==> src/length_prefixed_nal_to_start_code_macros.svh <==
// ----------------------------------------------------------------------------
// length_prefixed_nal_to_start_code_macros.svh
// Assertion macros used by the NAL conversion parser.
// ----------------------------------------------------------------------------
`ifndef LENGTH_PREFIXED_NAL_TO_START_CODE_MACROS_SVH
`define LENGTH_PREFIXED_NAL_TO_START_CODE_MACROS_SVH

// Check a property on every rising edge outside reset.
`define LPNC_ASSERT(lbl, clk, rst_n, prop, msg) \
  lbl: assert property (@(posedge clk) disable iff (!rst_n) prop) \
    else $error(msg);

// Check a property on every rising edge, reset included.
`define LPNC_ASSERT_ALWAYS(lbl, clk, prop, msg) \
  lbl: assert property (@(posedge clk) prop) \
    else $error(msg);

`endif

==> src/lpnc_pkg.sv <==
`timescale 1ns / 1ps
// ----------------------------------------------------------------------------
// lpnc_pkg
// Types and constants for the length-prefixed to start-code NAL converter.
// ----------------------------------------------------------------------------
package lpnc_pkg;

  // Packet status reported with the closing beat
  typedef enum logic [1:0] {
    STATUS_OK          = 2'd0,
    STATUS_TRUNC_LEN   = 2'd1,
    STATUS_NAL_OVERRUN = 2'd2,
    STATUS_FORBIDDEN   = 2'd3
  } status_e;

  localparam int unsigned MaxResults  = 4;
  localparam int unsigned ForbiddenBit = 7;

  localparam logic [7:0] StartCode [MaxResults] = '{8'h00, 8'h00, 8'h00, 8'h01};

  // One result beat
  typedef struct packed {
    logic       byte_valid;
    logic [7:0] out_byte;
    logic       run_last;
    logic       packet_end;
    status_e    status;
  } result_t;

  // Results produced by one input byte, lowest index first
  typedef struct packed {
    logic [2:0]                    num;
    result_t [MaxResults-1:0]      item;
  } push_t;

endpackage

==> src/length_prefixed_nal_to_start_code.sv <==
// A byte's results pass the input register and then the result queue before the output.
// Throughput: one byte in and one beat out per cycle unless stalled; the single read port
//   of the queue sets the output rate, and a finished length field adds a burst of four.
// Input ready drops only when the queue lacks room for the held byte's results.
// Reset (rst_ni low, asynchronous): parser state cleared, queue emptied.
`timescale 1ns / 1ps
// ----------------------------------------------------------------------------
// length_prefixed_nal_to_start_code
// Converts length-prefixed NAL units of one packet into start-code framing.
// ----------------------------------------------------------------------------
module length_prefixed_nal_to_start_code #(
  parameter int unsigned QueueDepth = 8  // power of two, at least 4
) (
  input  logic       clk_i,
  input  logic       rst_ni,
  // input beats: one payload byte each
  input  logic       in_valid_i,
  output logic       in_ready_o,
  input  logic [7:0] data_byte_i,
  input  logic       last_byte_i,
  // output beats: start code bytes, NAL bytes and packet status
  output logic       out_valid_o,
  input  logic       out_ready_i,
  output logic       byte_valid_o,
  output logic [7:0] out_byte_o,
  output logic       run_last_o,
  output logic       packet_end_o,
  output logic [1:0] status_o
);

  localparam int unsigned CntW = $clog2(QueueDepth + 1);

  lpnc_pkg::push_t   push;
  lpnc_pkg::result_t head;
  logic [CntW-1:0]   free;

  // Parser: registers the byte, drops length fields, swaps in the start code,
  // checks the forbidden bit and tracks the packet status.
  lpnc_parser #(
    .CntW (CntW)
  ) u_parser (
    .clk_i       (clk_i),
    .rst_ni      (rst_ni),
    .in_valid_i  (in_valid_i),
    .in_ready_o  (in_ready_o),
    .data_byte_i (data_byte_i),
    .last_byte_i (last_byte_i),
    .free_i      (free),
    .push_o      (push)
  );

  // Queue: absorbs the four-beat start code burst and parts the two handshakes.
  lpnc_result_queue #(
    .Depth (QueueDepth),
    .CntW  (CntW)
  ) u_queue (
    .clk_i       (clk_i),
    .rst_ni      (rst_ni),
    .push_i      (push),
    .free_o      (free),
    .out_valid_o (out_valid_o),
    .out_ready_i (out_ready_i),
    .head_o      (head)
  );

  assign byte_valid_o = head.byte_valid;
  assign out_byte_o   = head.out_byte;
  assign run_last_o   = head.run_last;
  assign packet_end_o = head.packet_end;
  assign status_o     = head.status;

endmodule

==> src/lpnc_parser.sv <==
`timescale 1ns / 1ps
// ----------------------------------------------------------------------------
// lpnc_parser
// Input register and packet parser: strips length fields, builds result beats.
// ----------------------------------------------------------------------------
`include "length_prefixed_nal_to_start_code_macros.svh"

module lpnc_parser #(
  parameter int unsigned CntW = 4
) (
  input  logic             clk_i,
  input  logic             rst_ni,
  input  logic             in_valid_i,
  output logic             in_ready_o,
  input  logic [7:0]       data_byte_i,
  input  logic             last_byte_i,
  input  logic [CntW-1:0]  free_i,
  output lpnc_pkg::push_t  push_o
);

  logic        stage_vld_q, stage_vld_d;
  logic [7:0]  stage_data_q;
  logic        stage_last_q;

  logic        in_payload_q, in_payload_d;
  logic [1:0]  len_cnt_q, len_cnt_d;
  logic [31:0] len_acc_q, len_acc_d;
  logic [31:0] left_q, left_d;
  logic        at_start_q, at_start_d;
  lpnc_pkg::status_e err_q, err_d;

  logic [1:0]  len_cnt_inc;
  logic [31:0] len_acc_shift;
  logic [31:0] left_dec;
  logic [2:0]  num;
  lpnc_pkg::result_t [lpnc_pkg::MaxResults-1:0] item;
  logic        advance;

  assign len_cnt_inc   = len_cnt_q + 2'd1;
  assign len_acc_shift = {len_acc_q[23:0], stage_data_q};
  assign left_dec      = left_q - 32'd1;

  // Result count and beats for the held byte
  always_comb begin
    num  = 3'd0;
    item = '0;
    if (err_q != lpnc_pkg::STATUS_OK) begin
      if (stage_last_q) begin
        num     = 3'd1;
        item[0] = '{1'b0, 8'h00, 1'b1, 1'b1, err_q};
      end
    end else if (!in_payload_q) begin
      if (len_cnt_inc != 2'd0) begin
        if (stage_last_q) begin
          num     = 3'd1;
          item[0] = '{1'b0, 8'h00, 1'b1, 1'b1, lpnc_pkg::STATUS_TRUNC_LEN};
        end
      end else begin
        num = 3'd4;
        for (int i = 0; i < lpnc_pkg::MaxResults - 1; i++) begin
          item[i] = '{1'b1, lpnc_pkg::StartCode[i], 1'b0, 1'b0, lpnc_pkg::STATUS_OK};
        end
        item[3] = '{1'b1, lpnc_pkg::StartCode[3], 1'b1, stage_last_q,
                    (stage_last_q && len_acc_shift != 32'd0) ?
                    lpnc_pkg::STATUS_NAL_OVERRUN : lpnc_pkg::STATUS_OK};
      end
    end else if (at_start_q && stage_data_q[lpnc_pkg::ForbiddenBit]) begin
      if (stage_last_q) begin
        num     = 3'd1;
        item[0] = '{1'b0, 8'h00, 1'b1, 1'b1, lpnc_pkg::STATUS_FORBIDDEN};
      end
    end else begin
      num     = 3'd1;
      item[0] = '{1'b1, stage_data_q, 1'b1, stage_last_q,
                  (stage_last_q && left_dec != 32'd0) ?
                  lpnc_pkg::STATUS_NAL_OVERRUN : lpnc_pkg::STATUS_OK};
    end
  end

  assign advance     = stage_vld_q && (CntW'(num) <= free_i);
  assign in_ready_o  = !stage_vld_q || advance;
  assign stage_vld_d = in_valid_i ? 1'b1 : (stage_vld_q && !advance);

  assign push_o.num  = advance ? num : 3'd0;
  assign push_o.item = item;

  // Parser state update for an advancing byte
  always_comb begin
    in_payload_d = in_payload_q;
    len_cnt_d    = len_cnt_q;
    len_acc_d    = len_acc_q;
    left_d       = left_q;
    at_start_d   = at_start_q;
    err_d        = err_q;
    if (advance) begin
      if (stage_last_q) begin
        in_payload_d = 1'b0;
        len_cnt_d    = 2'd0;
        len_acc_d    = '0;
        left_d       = '0;
        at_start_d   = 1'b0;
        err_d        = lpnc_pkg::STATUS_OK;
      end else if (err_q != lpnc_pkg::STATUS_OK) begin
        // drop bytes until the packet ends
      end else if (!in_payload_q) begin
        len_cnt_d = len_cnt_inc;
        if (len_cnt_inc != 2'd0) begin
          len_acc_d = len_acc_shift;
        end else begin
          left_d    = len_acc_shift;
          len_acc_d = '0;
          if (len_acc_shift != 32'd0) begin
            in_payload_d = 1'b1;
            at_start_d   = 1'b1;
          end
        end
      end else if (at_start_q && stage_data_q[lpnc_pkg::ForbiddenBit]) begin
        err_d = lpnc_pkg::STATUS_FORBIDDEN;
      end else begin
        at_start_d = 1'b0;
        left_d     = left_dec;
        if (left_dec == 32'd0) begin
          in_payload_d = 1'b0;
          len_cnt_d    = 2'd0;
          len_acc_d    = '0;
        end
      end
    end
  end

  always_ff @(posedge clk_i or negedge rst_ni) begin
    if (!rst_ni) begin
      stage_vld_q  <= 1'b0;
      in_payload_q <= 1'b0;
      len_cnt_q    <= 2'd0;
      len_acc_q    <= '0;
      left_q       <= '0;
      at_start_q   <= 1'b0;
      err_q        <= lpnc_pkg::STATUS_OK;
    end else begin
      stage_vld_q  <= stage_vld_d;
      in_payload_q <= in_payload_d;
      len_cnt_q    <= len_cnt_d;
      len_acc_q    <= len_acc_d;
      left_q       <= left_d;
      at_start_q   <= at_start_d;
      err_q        <= err_d;
    end
  end

  always_ff @(posedge clk_i) begin
    if (in_valid_i && in_ready_o) begin
      stage_data_q <= data_byte_i;
      stage_last_q <= last_byte_i;
    end
  end

  `LPNC_ASSERT(a_start_in_payload, clk_i, rst_ni, at_start_q |-> in_payload_q, "NAL start flag outside payload")
  `LPNC_ASSERT(a_payload_left, clk_i, rst_ni, in_payload_q |-> (left_q != 32'd0), "payload with no bytes left")
  `LPNC_ASSERT(a_len_not_payload, clk_i, rst_ni, (len_cnt_q != 2'd0) |-> !in_payload_q, "partial length field inside payload")
  `LPNC_ASSERT(a_last_clears, clk_i, rst_ni, (advance && stage_last_q) |=> (!in_payload_q && err_q == lpnc_pkg::STATUS_OK), "packet end did not clear state")

endmodule

==> src/lpnc_result_queue.sv <==
`timescale 1ns / 1ps
// ----------------------------------------------------------------------------
// lpnc_result_queue
// Result FIFO: takes up to four beats per cycle, hands out one per cycle while out_ready_i is high.
// ----------------------------------------------------------------------------
module lpnc_result_queue #(
  parameter int unsigned Depth = 8,
  parameter int unsigned CntW  = 4
) (
  input  logic              clk_i,
  input  logic              rst_ni,
  input  lpnc_pkg::push_t   push_i,
  output logic [CntW-1:0]   free_o,
  output logic              out_valid_o,
  input  logic              out_ready_i,
  output lpnc_pkg::result_t head_o
);

  localparam int unsigned PtrW = $clog2(Depth);

  lpnc_pkg::result_t mem_q [Depth];
  logic [PtrW-1:0] wr_ptr_q, wr_ptr_d;
  logic [PtrW-1:0] rd_ptr_q, rd_ptr_d;
  logic [CntW-1:0] count_q, count_d;
  logic            pop;

  assign pop         = out_valid_o && out_ready_i;
  assign out_valid_o = (count_q != '0);
  assign head_o      = mem_q[rd_ptr_q];
  assign free_o      = CntW'(Depth) - count_q;

  assign wr_ptr_d = wr_ptr_q + PtrW'(push_i.num);
  assign rd_ptr_d = rd_ptr_q + PtrW'(pop);
  assign count_d  = count_q + CntW'(push_i.num) - CntW'(pop);

  always_ff @(posedge clk_i or negedge rst_ni) begin
    if (!rst_ni) begin
      wr_ptr_q <= '0;
      rd_ptr_q <= '0;
      count_q  <= '0;
    end else begin
      wr_ptr_q <= wr_ptr_d;
      rd_ptr_q <= rd_ptr_d;
      count_q  <= count_d;
    end
  end

  // Write each pushed beat at its own slot
  always_ff @(posedge clk_i) begin
    for (int i = 0; i < lpnc_pkg::MaxResults; i++) begin
      if (3'(i) < push_i.num) begin
        mem_q[wr_ptr_q + PtrW'(i)] <= push_i.item[i];
      end
    end
  end

endmodule
==> config.mk <==
export PLATFORM = sky130hd
export DESIGN_NAME = length_prefixed_nal_to_start_code
export DESIGN_NICKNAME = d
export VERILOG_FILES = /design/src/lpnc_pkg.sv /design/src/length_prefixed_nal_to_start_code.sv /design/src/lpnc_parser.sv /design/src/lpnc_result_queue.sv
export VERILOG_INCLUDE_DIRS = /design/src /design/src/src
export SDC_FILE = /design/constraint.sdc
export NUM_CORES = 1
export LEC_CHECK = 0
export ABC_CLOCK_PERIOD_IN_PS = 4470
export BUFFER_PORTS_ARGS = -buffer_cell sky130_fd_sc_hd__buf_2
export CORE_ASPECT_RATIO = 1.4
export CORE_MARGIN = 8
export CORE_UTILIZATION = 50
export DETAILED_ROUTE_END_ITERATION = 8
export PLACE_DENSITY = 0.66
export SKIP_CTS_REPAIR_TIMING = 1
export SYNTH_ARGS = -nofsm -noshare
export SYNTH_HDL_FRONTEND = slang
export SYNTH_SLANG_ARGS = --single-unit
==> constraint.sdc <==
create_clock -name clk_i -period 4.47 [get_ports clk_i]
set_input_delay 0.2235 -clock clk_i [delete_from_list [all_inputs] [get_ports clk_i]]
set_output_delay 0.2235 -clock clk_i [all_outputs]
set_load 0.1 [all_outputs]
After elaboration in Yosys (flattened, before gate mapping)
Memory sizes are Yosys's and may differ from the RTL's.
Cells that the tools add are included.

word-level totals
  register bits = 82
  RAM bits = 104
  input port bits = 13
  word-level logic and storage cells = 116
  memories = 1

memory list
  name           depth  bits a word  read ports  clocked after memory_dff  wr ports  line                     text
  u_queue.mem_q  8      13           1           0                         4         lpnc_result_queue.sv:21  lpnc_pkg::result_t mem_q [Depth];

cells by class
  add/sub/neg operators = 10
  magnitude comparators = 5
  eq/ne operators = 4
  muxes and demuxes = 60
  reductions and logical operators = 24

operator list
  cell                                                                     count
  32-bit 2-to-1 mux                                                        5
  24-bit 2-to-1 mux                                                        6
  39-bit 2-to-1 mux                                                        3
  32-bit nonzero test                                                      2
  13-bit 2-to-1 mux                                                        4
  32-bit zero test                                                         1
  32-bit by 1-bit subtractor with 32-bit output, second input constant     1
  1-bit 2-to-1 mux                                                         24
  2-bit 2-to-1 mux                                                         11
  3-bit 2-to-1 mux                                                         4
  4-bit 2-to-1 mux                                                         3
  4-bit AND reduction                                                      3
  2-bit nonzero test                                                       4
  1-bit logical AND                                                        7
  3-bit by 2-bit adder with 3-bit output, second input constant            2
  1-bit by 3-bit < comparator with 1-bit output, first input constant      2
  2-bit by 3-bit < comparator with 1-bit output, first input constant      2
  3-bit by 2-bit inequality test with 1-bit output, second input constant  2
  5-bit AND reduction                                                      1
  4-bit by 3-bit adder with 4-bit output                                   1
  3-bit by 4-bit less-or-equal comparator with 1-bit output                1
  4-bit nonzero test                                                       1
  4-bit by 1-bit subtractor with 4-bit output                              1
  4-bit subtractor, first input constant                                   1
  other kinds (10)                                                         11

Logic depth before layout (Yosys ltp)
Gate-level depths: netlist of the first run.

  depth in word-level cells = 11
  depth in mapped cells = 14
  gate-level depth less buffers = 13

Cells and area by module
Synthesis of the first run repeated with hierarchy kept, for this count alone.

second synthesis, totals
  cells, all modules = 1,380
  area total of the unflattened synthesis = 12,430.7 um2

by module, submodules not included
  module             times used  cells each  area an instance (um2)
  lpnc_result_queue  1           788         7,487.2
  lpnc_parser        1           592         4,943.5

Worst setup path before layout of the first run
OpenSTA, ideal clock, no wires.

  path type = register to register
  start = register u_parser.len_cnt_q[0]
  end = register u_parser.len_acc_q[16]
  data arrival time = 3,600 ps
  path slack = 774 ps
  stages on the path, launching flop included = 15
  path buffers = 3
  clock period less this slack = 3,696 ps
  cell sequence = dfrtp_1 ha_1 or3b_2 inv_1 clkbuf_1 ha_1 nor3b_1 o2111ai_1 and2_1 buf_2 o21ai_0 nor4_1 clkbuf_1 a22oi_1 o31ai_1

on the way
  longest elaborated chain between the ends = 8
  elaborated cells between the ends (all ways) = 12
  those cells by class = add/sub: 1; order compare: 1; mux: 7; reduce/logical: 3

ends and longest elaborated chain
  item                                                       line                                   text
  start: declaration                                         lpnc_parser.sv:26                      logic [1:0] len_cnt_q, len_cnt_d;
  start signal: assignment                                   lpnc_parser.sv:143                     len_cnt_q <= len_cnt_d;
  2-bit by 1-bit adder with 2-bit output *                   lpnc_parser.sv:39                      assign len_cnt_inc = len_cnt_q + 2'd1;
  2-bit nonzero test *                                       lpnc_parser.sv:53, lpnc_parser.sv:107
  3-bit 2-to-1 mux                                           lpnc_parser.sv:53                      if (len_cnt_inc != 2'd0) begin
  3-bit 2-to-1 mux                                           lpnc_parser.sv:52                      end else if (!in_payload_q) begin
  3-bit 2-to-1 mux                                           lpnc_parser.sv:47                      if (err_q != lpnc_pkg::STATUS_OK) begin
  3-bit by 4-bit less-or-equal comparator with 1-bit output  lpnc_parser.sv:80                      assign advance = stage_vld_q && (CntW'(num) <= free_i);
  1-bit logical AND                                          lpnc_parser.sv:80
  4-bit AND reduction (no source line)                       -
  end signal: assignment                                     lpnc_parser.sv:144                     len_acc_q <= len_acc_d;
  end: declaration                                           lpnc_parser.sv:27                      logic [31:0] len_acc_q, len_acc_d;

Mark *: on every way between the ends. The rest lies on a longest branch, timed or not. The select of a mux whose other input is x is not followed.
A chain may end at the register's enable or synchronous reset.

==> results of run 1 <==
## metrics by stage
stage	instance area, sq um	hold WS [ns]	util
global route	10600	0.000901	0.558
finish	10600	-0.0741	0.558
global placement	9900	0.402	0.521
floorplan	9540	-0.0721	-
detailed placement	9900	0.403	0.521
CTS	10500	-0.0525	0.552
## worst paths after layout
path / from / end / cells after the start
max in group asynchronous: rst_ni / u_parser.left_q[1] / 1
max reg2reg: u_parser.len_cnt_q[0] / u_queue.mem_q[1][12] / 11
min reg2reg: u_queue.mem_q[5][5] / u_queue.mem_q[5][5] / 2
min in group clk_i: out_ready_i / u_queue.rd_ptr_q[0] / 3
min: rst_ni / u_queue.rd_ptr_q[2] / 1
max: u_parser.len_cnt_q[0] / u_queue.mem_q[1][12] / 11
## cells in the final DEF (no fill, tap or decap), types with 28 or more instances in the layout
cell type	n
sky130_fd_sc_hd__dfxtp_1	64
sky130_fd_sc_hd__dfrtp_1	72
sky130_fd_sc_hd__a21oi_1	35
sky130_fd_sc_hd__nand2_1	135
sky130_fd_sc_hd__buf_4	28
sky130_fd_sc_hd__o2bb2ai_1	32
sky130_fd_sc_hd__edfxtp_1	49
sky130_fd_sc_hd__nor2_1	40
sky130_fd_sc_hd__o21ai_0	90
## metal layers
metal / track usage / up-vias / routed length (um)
met5: 0 / - / 0
met4: 0.111 / 0 / 1180
met3: 0.0360 / 58 / 833
met2: 0.373 / 190 / 13300
met1: 0.240 / 3671 / 9950
li1: - / 3619 / -
## logic make-up after synthesis
group / synth area share
simple gates: 0.168
compound gates: 0.195
flops: 0.478
buf+inv: 0.0420
mux: 0.0832
fa+ha+maj: 0.0244
xor+xnor: 0.0101
## area by class of cell
cell class,count,area (sq um)
clock inverter,13,119
inverter,29,109
clock buffer,19,464
multi-input combinational,673,4590
antenna,1,2.50
timing repair buffer,64,440
fill,1662,8400
tap,248,310
sequential,185,4550
## worst reg2reg max path, delay by kind of cell, from the launching register on
family,cells,cell delay (ns)
AND/OR/NAND/NOR,4,0.96
AO/OA/AOI/OAI,3,1.26
buffers and inverters,2,0.60
adder cells (fa/ha/maj),2,0.53
flip-flops,1,0.41
## flip-flops by register name, indices dropped and copies added (netlist names), 2 cells and up
signal                 cells
u_parser.len_acc_q        24
u_queue.wr_ptr_q           3
u_queue.mem_q            104
u_parser.len_cnt_q         2
u_queue.count_q            4
u_queue.rd_ptr_q           3
u_parser.stage_data_q      8
u_parser.left_q           32
## where the power goes
group	switching (W)	total (W)	internal, W
Combinational	0.00257	0.00397	0.00140
Sequential	0.000613	0.00289	0.00227
Clock	0.000707	0.00149	0.000784
Total	0.00389	0.00835	0.00446
==> flow_results.xml, run 1 <==
<?xml version="1.0" encoding="UTF-8"?>
<metrics>
  <group name="power">
    <metric name="maximum_vdd_drop" unit="mV">0.321</metric>
    <metric name="power_per_cell_area" unit="nW/um^2">788</metric>
    <metric name="p_leak" unit="nW">4.07</metric>
    <metric name="totalPowerFinal" unit="W">0.00835</metric>
  </group>
  <group name="yosys">
    <metric name="synth_edf_count" unit="">49</metric>
    <metric name="ys.flop_type" unit="">sky130_fd_sc_hd__dfrtp_1</metric>
    <metric name="synth_area_per_cell" unit="sq um">10.0</metric>
    <metric name="mappedNetlistNets" unit="">983</metric>
    <metric name="netlist_top_cells_area" unit="">sky130_fd_sc_hd__dfrtp_1 19%, sky130_fd_sc_hd__edfxtp_1 15%, sky130_fd_sc_hd__dfxtp_1 13%, sky130_fd_sc_hd__mux4_2 6.1%, sky130_fd_sc_hd__nand2_1 5.3%</metric>
    <metric name="synth_async_sr_flop_share" unit="">0.389</metric>
    <metric name="ys_types" unit="">68</metric>
    <metric name="area_of_the_mapped_netlist" unit="sq um">9540</metric>
    <metric name="postSynthCellCount" unit="">952</metric>
    <metric name="synth_seq_area_share" unit="">0.478</metric>
    <metric name="yosys_register_bits" unit="">185</metric>
    <metric name="synth_largest_type_area_fraction" unit="">0.189</metric>
    <metric name="synth_most_common_cell" unit="">sky130_fd_sc_hd__nand2_1</metric>
    <metric name="synth_common_cells" unit="">135 x sky130_fd_sc_hd__nand2_1, 91 x sky130_fd_sc_hd__o21ai_0, 72 x sky130_fd_sc_hd__dfrtp_1</metric>
    <metric name="yosys.area.top_type" unit="">sky130_fd_sc_hd__dfrtp_1</metric>
    <metric name="yosysWarnings" unit="">0</metric>
  </group>
  <group name="placement">
    <metric name="detailedPlace.worstSlack" unit="ns">0.452</metric>
    <metric name="gp_routability_congestion" unit="">0.893</metric>
    <metric name="placement.io_buffers" unit="">27</metric>
    <metric name="post-place-cells" unit="">1189</metric>
    <metric name="hpwlAfterDp" unit="um">17600</metric>
  </group>
  <group name="cts">
    <metric name="tritoncts" unit="">built</metric>
    <metric name="tritoncts.num_buffers" unit="">17</metric>
    <metric name="cts_max_path_buffers" unit="">2</metric>
    <metric name="htree_num_levels" unit="">4</metric>
    <metric name="worst_skew_pair_later_pin_latency" unit="ns">0.44</metric>
    <metric name="cts_root_buffer" unit="">sky130_fd_sc_hd__clkbuf_16</metric>
    <metric name="clkTransAtPathRegs" unit="ns">0.07</metric>
    <metric name="cts_sinks" unit="">185</metric>
  </group>
  <group name="floorplanning">
    <metric name="die_y" unit="um">179</metric>
    <metric name="rows" unit="">60</metric>
    <metric name="initial_core_util" unit="">0.502</metric>
    <metric name="design.core.area" unit="sq um">19000</metric>
    <metric name="die_area" unit="sq um">23800</metric>
    <metric name="ios" unit="">28</metric>
    <metric name="floorplan.die.width" unit="um">133</metric>
  </group>
  <group name="setup_path">
    <metric name="critPathRequiredTime" unit="ns">4.58</metric>
    <metric name="cp_data_arrival_time" unit="ns">4.17</metric>
    <metric name="critical_path.most_common_cell" unit="">sky130_fd_sc_hd__ha_1</metric>
    <metric name="type_of_the_worst_setup_path" unit="">register to register</metric>
    <metric name="crit_family" unit="">compound AO/OA/AOI/OAI gates</metric>
    <metric name="worst_setup_path_end_kind" unit="">register</metric>
    <metric name="worst_setup_path_start_kind" unit="">register</metric>
    <metric name="worstPathBufferInverterCount" unit="">2</metric>
    <metric name="timing.critical_path.slowest_cell_delay" unit="ns">0.74</metric>
    <metric name="critical_path.slowest_cell" unit="">sky130_fd_sc_hd__a21oi_1</metric>
    <metric name="reg2reg_setup_slack" unit="ns">0.41</metric>
    <metric name="worstPathCellList" unit="">ha_1 -&gt; or3b_2 -&gt; a22o_1 -&gt; clkinv_1 -&gt; ha_1 -&gt; nor3b_1 -&gt; o2111ai_1 -&gt; nand3_1 -&gt; nor3_1 -&gt; a21oi_1 -&gt; inv_1</metric>
    <metric name="worstPathMaxFanout" unit="">10</metric>
  </group>
  <group name="global_route">
    <metric name="grt_overflow_total" unit="">0</metric>
    <metric name="total_routing_usage_gr" unit="">0.212</metric>
    <metric name="first_global_vias" unit="">7300</metric>
    <metric name="grt_start_max_net_pins" unit="">73</metric>
    <metric name="grt_pass1_wl" unit="um">40500</metric>
    <metric name="antenna_found_initial" unit="">1</metric>
  </group>
  <group name="detailed_routing">
    <metric name="drt_drc" unit="">0</metric>
    <metric name="antenna_left" unit="">0</metric>
    <metric name="vias_per_cell" unit="">6.12</metric>
    <metric name="iteration_count_of_the_initial_detailed_routing_pass" unit="">6</metric>
    <metric name="wl" unit="um">25300</metric>
    <metric name="routedWlPerCell" unit="um">20.5</metric>
    <metric name="num_vias" unit="">7538</metric>
    <metric name="drtIter0Drc" unit="">635</metric>
  </group>
  <group name="sta">
    <metric name="drv_slew" unit="">0</metric>
    <metric name="grt_setup_unrepaired" unit="">false</metric>
    <metric name="max_freq" unit="MHz">246</metric>
    <metric name="timing.final.crit_period" unit="ns">4.06</metric>
    <metric name="setup_total_negative_slack" unit="ns">0</metric>
    <metric name="max-slew-margin-rel" unit="">0.360</metric>
    <metric name="worst_hold_slack" unit="ns">-0.0741</metric>
    <metric name="worst_tran_pin_value" unit="ns">0.960</metric>
    <metric name="period_share" unit="">0.908</metric>
    <metric name="timing_hold_violations_final" unit="">72</metric>
    <metric name="timing.clock.skew" unit="ns">0.0115</metric>
    <metric name="timing.final.setup_violations" unit="">0</metric>
    <metric name="final.setup.worst_slack" unit="ns">0.411</metric>
  </group>
  <group name="status">
    <metric name="violations" unit="">negative hold slack</metric>
    <metric name="outcome" unit="">complete, but fails checks</metric>
  </group>
  <group name="job">
    <metric name="max_cap_viol_count" unit="">0</metric>
  </group>
  <group name="min_path">
    <metric name="timing.hold.worst.class" unit="">input pin to asynchronous set/reset pin</metric>
  </group>
  <group name="final_layout">
    <metric name="layout-area-overhead-vs-synth" unit="%">11.1</metric>
    <metric name="stdcell_count" unit="">1232</metric>
    <metric name="drive_gt1_frac" unit="">0.164</metric>
    <metric name="num-nets-final" unit="">1001</metric>
  </group>
</metrics>
Power figures use the tool's default switching activity.
==> run 2: changes to the inputs <==
--- a/config.mk
+++ b/config.mk
@@ -13,6 +13,7 @@
 export CORE_UTILIZATION = 50
 export DETAILED_ROUTE_END_ITERATION = 8
 export PLACE_DENSITY = 0.66
+export RECOVER_POWER = 25
 export SKIP_CTS_REPAIR_TIMING = 1
 export SYNTH_ARGS = -nofsm -noshare
 export SYNTH_HDL_FRONTEND = slang
==> flow_results.xml, run 2 (synthesis results as in run 1) <==
<?xml version="1.0" encoding="UTF-8"?>
<metrics>
  <group name="setup_path">
    <metric name="worstPathCellList" unit="">ha_1 -&gt; or3b_2 -&gt; a22o_1 -&gt; clkinv_1 -&gt; ha_1 -&gt; nor3b_1 -&gt; o2111ai_1 -&gt; nand3_1 -&gt; nor3_1 -&gt; a21oi_1 -&gt; inv_1</metric>
    <metric name="worstPathMaxFanout" unit="">10</metric>
    <metric name="crit_family" unit="">compound AO/OA/AOI/OAI gates</metric>
    <metric name="worst_setup_path_start_kind" unit="">register</metric>
    <metric name="critical_path.most_common_cell" unit="">sky130_fd_sc_hd__ha_1</metric>
    <metric name="cp_data_arrival_time" unit="ns">4.16</metric>
    <metric name="type_of_the_worst_setup_path" unit="">register to register</metric>
    <metric name="worst_setup_path_end_kind" unit="">register</metric>
    <metric name="worstPathBufferInverterCount" unit="">2</metric>
    <metric name="timing.critical_path.slowest_cell_delay" unit="ns">0.74</metric>
    <metric name="critPathRequiredTime" unit="ns">4.58</metric>
    <metric name="critical_path.slowest_cell" unit="">sky130_fd_sc_hd__a21oi_1</metric>
  </group>
  <group name="detailed_routing">
    <metric name="maxUsedRoutingLayer" unit="">met4</metric>
    <metric name="met3_wirelength" unit="um">975</metric>
    <metric name="vias_per_cell" unit="">6.15</metric>
    <metric name="antenna_left" unit="">0</metric>
    <metric name="wirelength_met1" unit="um">9790</metric>
    <metric name="routedWlPerCell" unit="um">20.4</metric>
    <metric name="wl" unit="um">25200</metric>
    <metric name="drt_drc" unit="">0</metric>
    <metric name="drtIter0Drc" unit="">680</metric>
    <metric name="wire_length_on_met2" unit="um">13200</metric>
    <metric name="num_vias" unit="">7572</metric>
    <metric name="iteration_count_of_the_initial_detailed_routing_pass" unit="">5</metric>
  </group>
  <group name="cts">
    <metric name="tritoncts" unit="">built</metric>
    <metric name="cts_max_path_buffers" unit="">2</metric>
    <metric name="cts_root_buffer" unit="">sky130_fd_sc_hd__clkbuf_16</metric>
    <metric name="tritoncts.num_buffers" unit="">17</metric>
    <metric name="cts_sinks" unit="">185</metric>
    <metric name="worst_skew_pair_later_pin_latency" unit="ns">0.43</metric>
    <metric name="clkTransAtPathRegs" unit="ns">0.07</metric>
    <metric name="htree_num_levels" unit="">4</metric>
  </group>
  <group name="final_layout">
    <metric name="layout-area-overhead-vs-synth" unit="%">11.0</metric>
    <metric name="largest-register" unit="">u_queue.mem_q</metric>
    <metric name="mostFrequentLayoutCell" unit="">sky130_fd_sc_hd__nand2_1</metric>
    <metric name="mostFrequentLayoutCells" unit="">135 x sky130_fd_sc_hd__nand2_1, 90 x sky130_fd_sc_hd__o21ai_0, 72 x sky130_fd_sc_hd__dfrtp_1</metric>
    <metric name="top_regs" unit="">u_queue.mem_q (104), u_parser.left_q (32), u_parser.len_acc_q (24)</metric>
    <metric name="flip_flop_count_of_the_largest_register_after_layout" unit="">104</metric>
    <metric name="drive_gt1_frac" unit="">0.161</metric>
    <metric name="num-nets-final" unit="">1001</metric>
  </group>
  <group name="floorplanning">
    <metric name="ios" unit="">28</metric>
    <metric name="rows" unit="">60</metric>
    <metric name="die_y" unit="um">179</metric>
    <metric name="floorplan.die.width" unit="um">133</metric>
    <metric name="initial_core_util" unit="">0.502</metric>
    <metric name="die_area" unit="sq um">23800</metric>
    <metric name="design.core.area" unit="sq um">19000</metric>
  </group>
  <group name="sta">
    <metric name="max_freq" unit="MHz">247</metric>
    <metric name="final.setup.worst_slack" unit="ns">0.417</metric>
    <metric name="setup_total_negative_slack" unit="ns">0</metric>
    <metric name="drv_slew" unit="">73</metric>
    <metric name="timing.clock.skew" unit="ns">0.0116</metric>
    <metric name="grt_setup_unrepaired" unit="">false</metric>
    <metric name="timing_hold_violations_final" unit="">0</metric>
    <metric name="timing.final.setup_violations" unit="">0</metric>
    <metric name="worst_tran_pin_value" unit="ns">4.00</metric>
    <metric name="max-slew-margin-rel" unit="">-1.66</metric>
    <metric name="period_share" unit="">0.907</metric>
    <metric name="timing.final.crit_period" unit="ns">4.05</metric>
  </group>
  <group name="placement">
    <metric name="detailedPlace.worstSlack" unit="ns">0.452</metric>
    <metric name="hpwlAfterDp" unit="um">17600</metric>
    <metric name="gp_routability_congestion" unit="">0.893</metric>
    <metric name="placement.io_buffers" unit="">27</metric>
  </group>
  <group name="global_route">
    <metric name="grt_overflow_total" unit="">0</metric>
    <metric name="antenna_found_initial" unit="">1</metric>
    <metric name="total_routing_usage_gr" unit="">0.212</metric>
    <metric name="grt_start_max_net_pins" unit="">73</metric>
    <metric name="grt_pass1_wl" unit="um">40500</metric>
    <metric name="first_global_vias" unit="">7300</metric>
  </group>
  <group name="power">
    <metric name="p_leak" unit="nW">4.07</metric>
    <metric name="power_per_cell_area" unit="nW/um^2">788</metric>
    <metric name="maximum_vdd_drop" unit="mV">0.320</metric>
  </group>
  <group name="job">
    <metric name="max_cap_viol_count" unit="">1</metric>
  </group>
  <group name="status">
    <metric name="violations" unit="">max-capacitance violations, max-slew violations</metric>
    <metric name="outcome" unit="">complete, but fails checks</metric>
  </group>
  <group name="min_path">
    <metric name="timing.hold.worst.class" unit="">input pin to register</metric>
  </group>
</metrics>
run 2: worst paths after layout:
| path | start | to | slack [ns] | cells past startpoint |
|---|---|---|---|---|
| max | u_parser.len_cnt_q[0] | u_queue.mem_q[1][12] | 0.42 | 11 |
| min | out_ready_i | u_queue.rd_ptr_q[0] | 0.19 | 3 |
| max reg2reg | u_parser.len_cnt_q[0] | u_queue.mem_q[1][12] | 0.42 | 11 |
| min reg2reg | u_queue.mem_q[5][5] | u_queue.mem_q[5][5] | 0.45 | 2 |
| max in group asynchronous | rst_ni | u_parser.left_q[1] | 1.03 | 1 |
| min in group asynchronous | rst_ni | u_queue.rd_ptr_q[2] | 1.18 | 1 |
run 2: per-layer routing:
metal  GRT usage  up-vias
met4       0.111        0
met5           0        -
met2       0.373      207
li1            -     3618
met3      0.0360       58
met1       0.240     3689
run 2: power breakdown:
group	internal (W)	switching, W
registers	0.00227	0.000613
logic	0.00140	0.00257
clock network	0.000784	0.000701
total	0.00446	0.00388
run 2: area by class of cell:
class,count,area (sq um)
inverters,29,109
repair buffers,64,434
clock inverters,13,119
well taps,248,310
fillers,1666,8410
clock buffers,19,464
diodes,1,2.50
flip-flops and latches,185,4550
multi-input cells,673,4590
run 2: tightest hold or removal path: cells and delay by family:
family	cells	cell delay [ns]
buffers and inverters	1	0.08
adders and majority gates	1	0.14
and+or+nand+nor	1	0.15
run 2: stage by stage:
stage          instance area (sq um)  std cells   util  total power [W]  hold slack [ns]
2_1_floorplan                   9540        952      -          0.00583          -0.0721
3_3_place_gp                    9900       1189  0.521          0.00679            0.402
3_5_place_dp                    9900       1189  0.521          0.00685            0.403
4_1_cts                        10500       1221  0.552          0.00835          -0.0525
5_1_grt                        10600       1232  0.557          0.00886            0.196
6_report                       10600       1232  0.557          0.00834            0.191
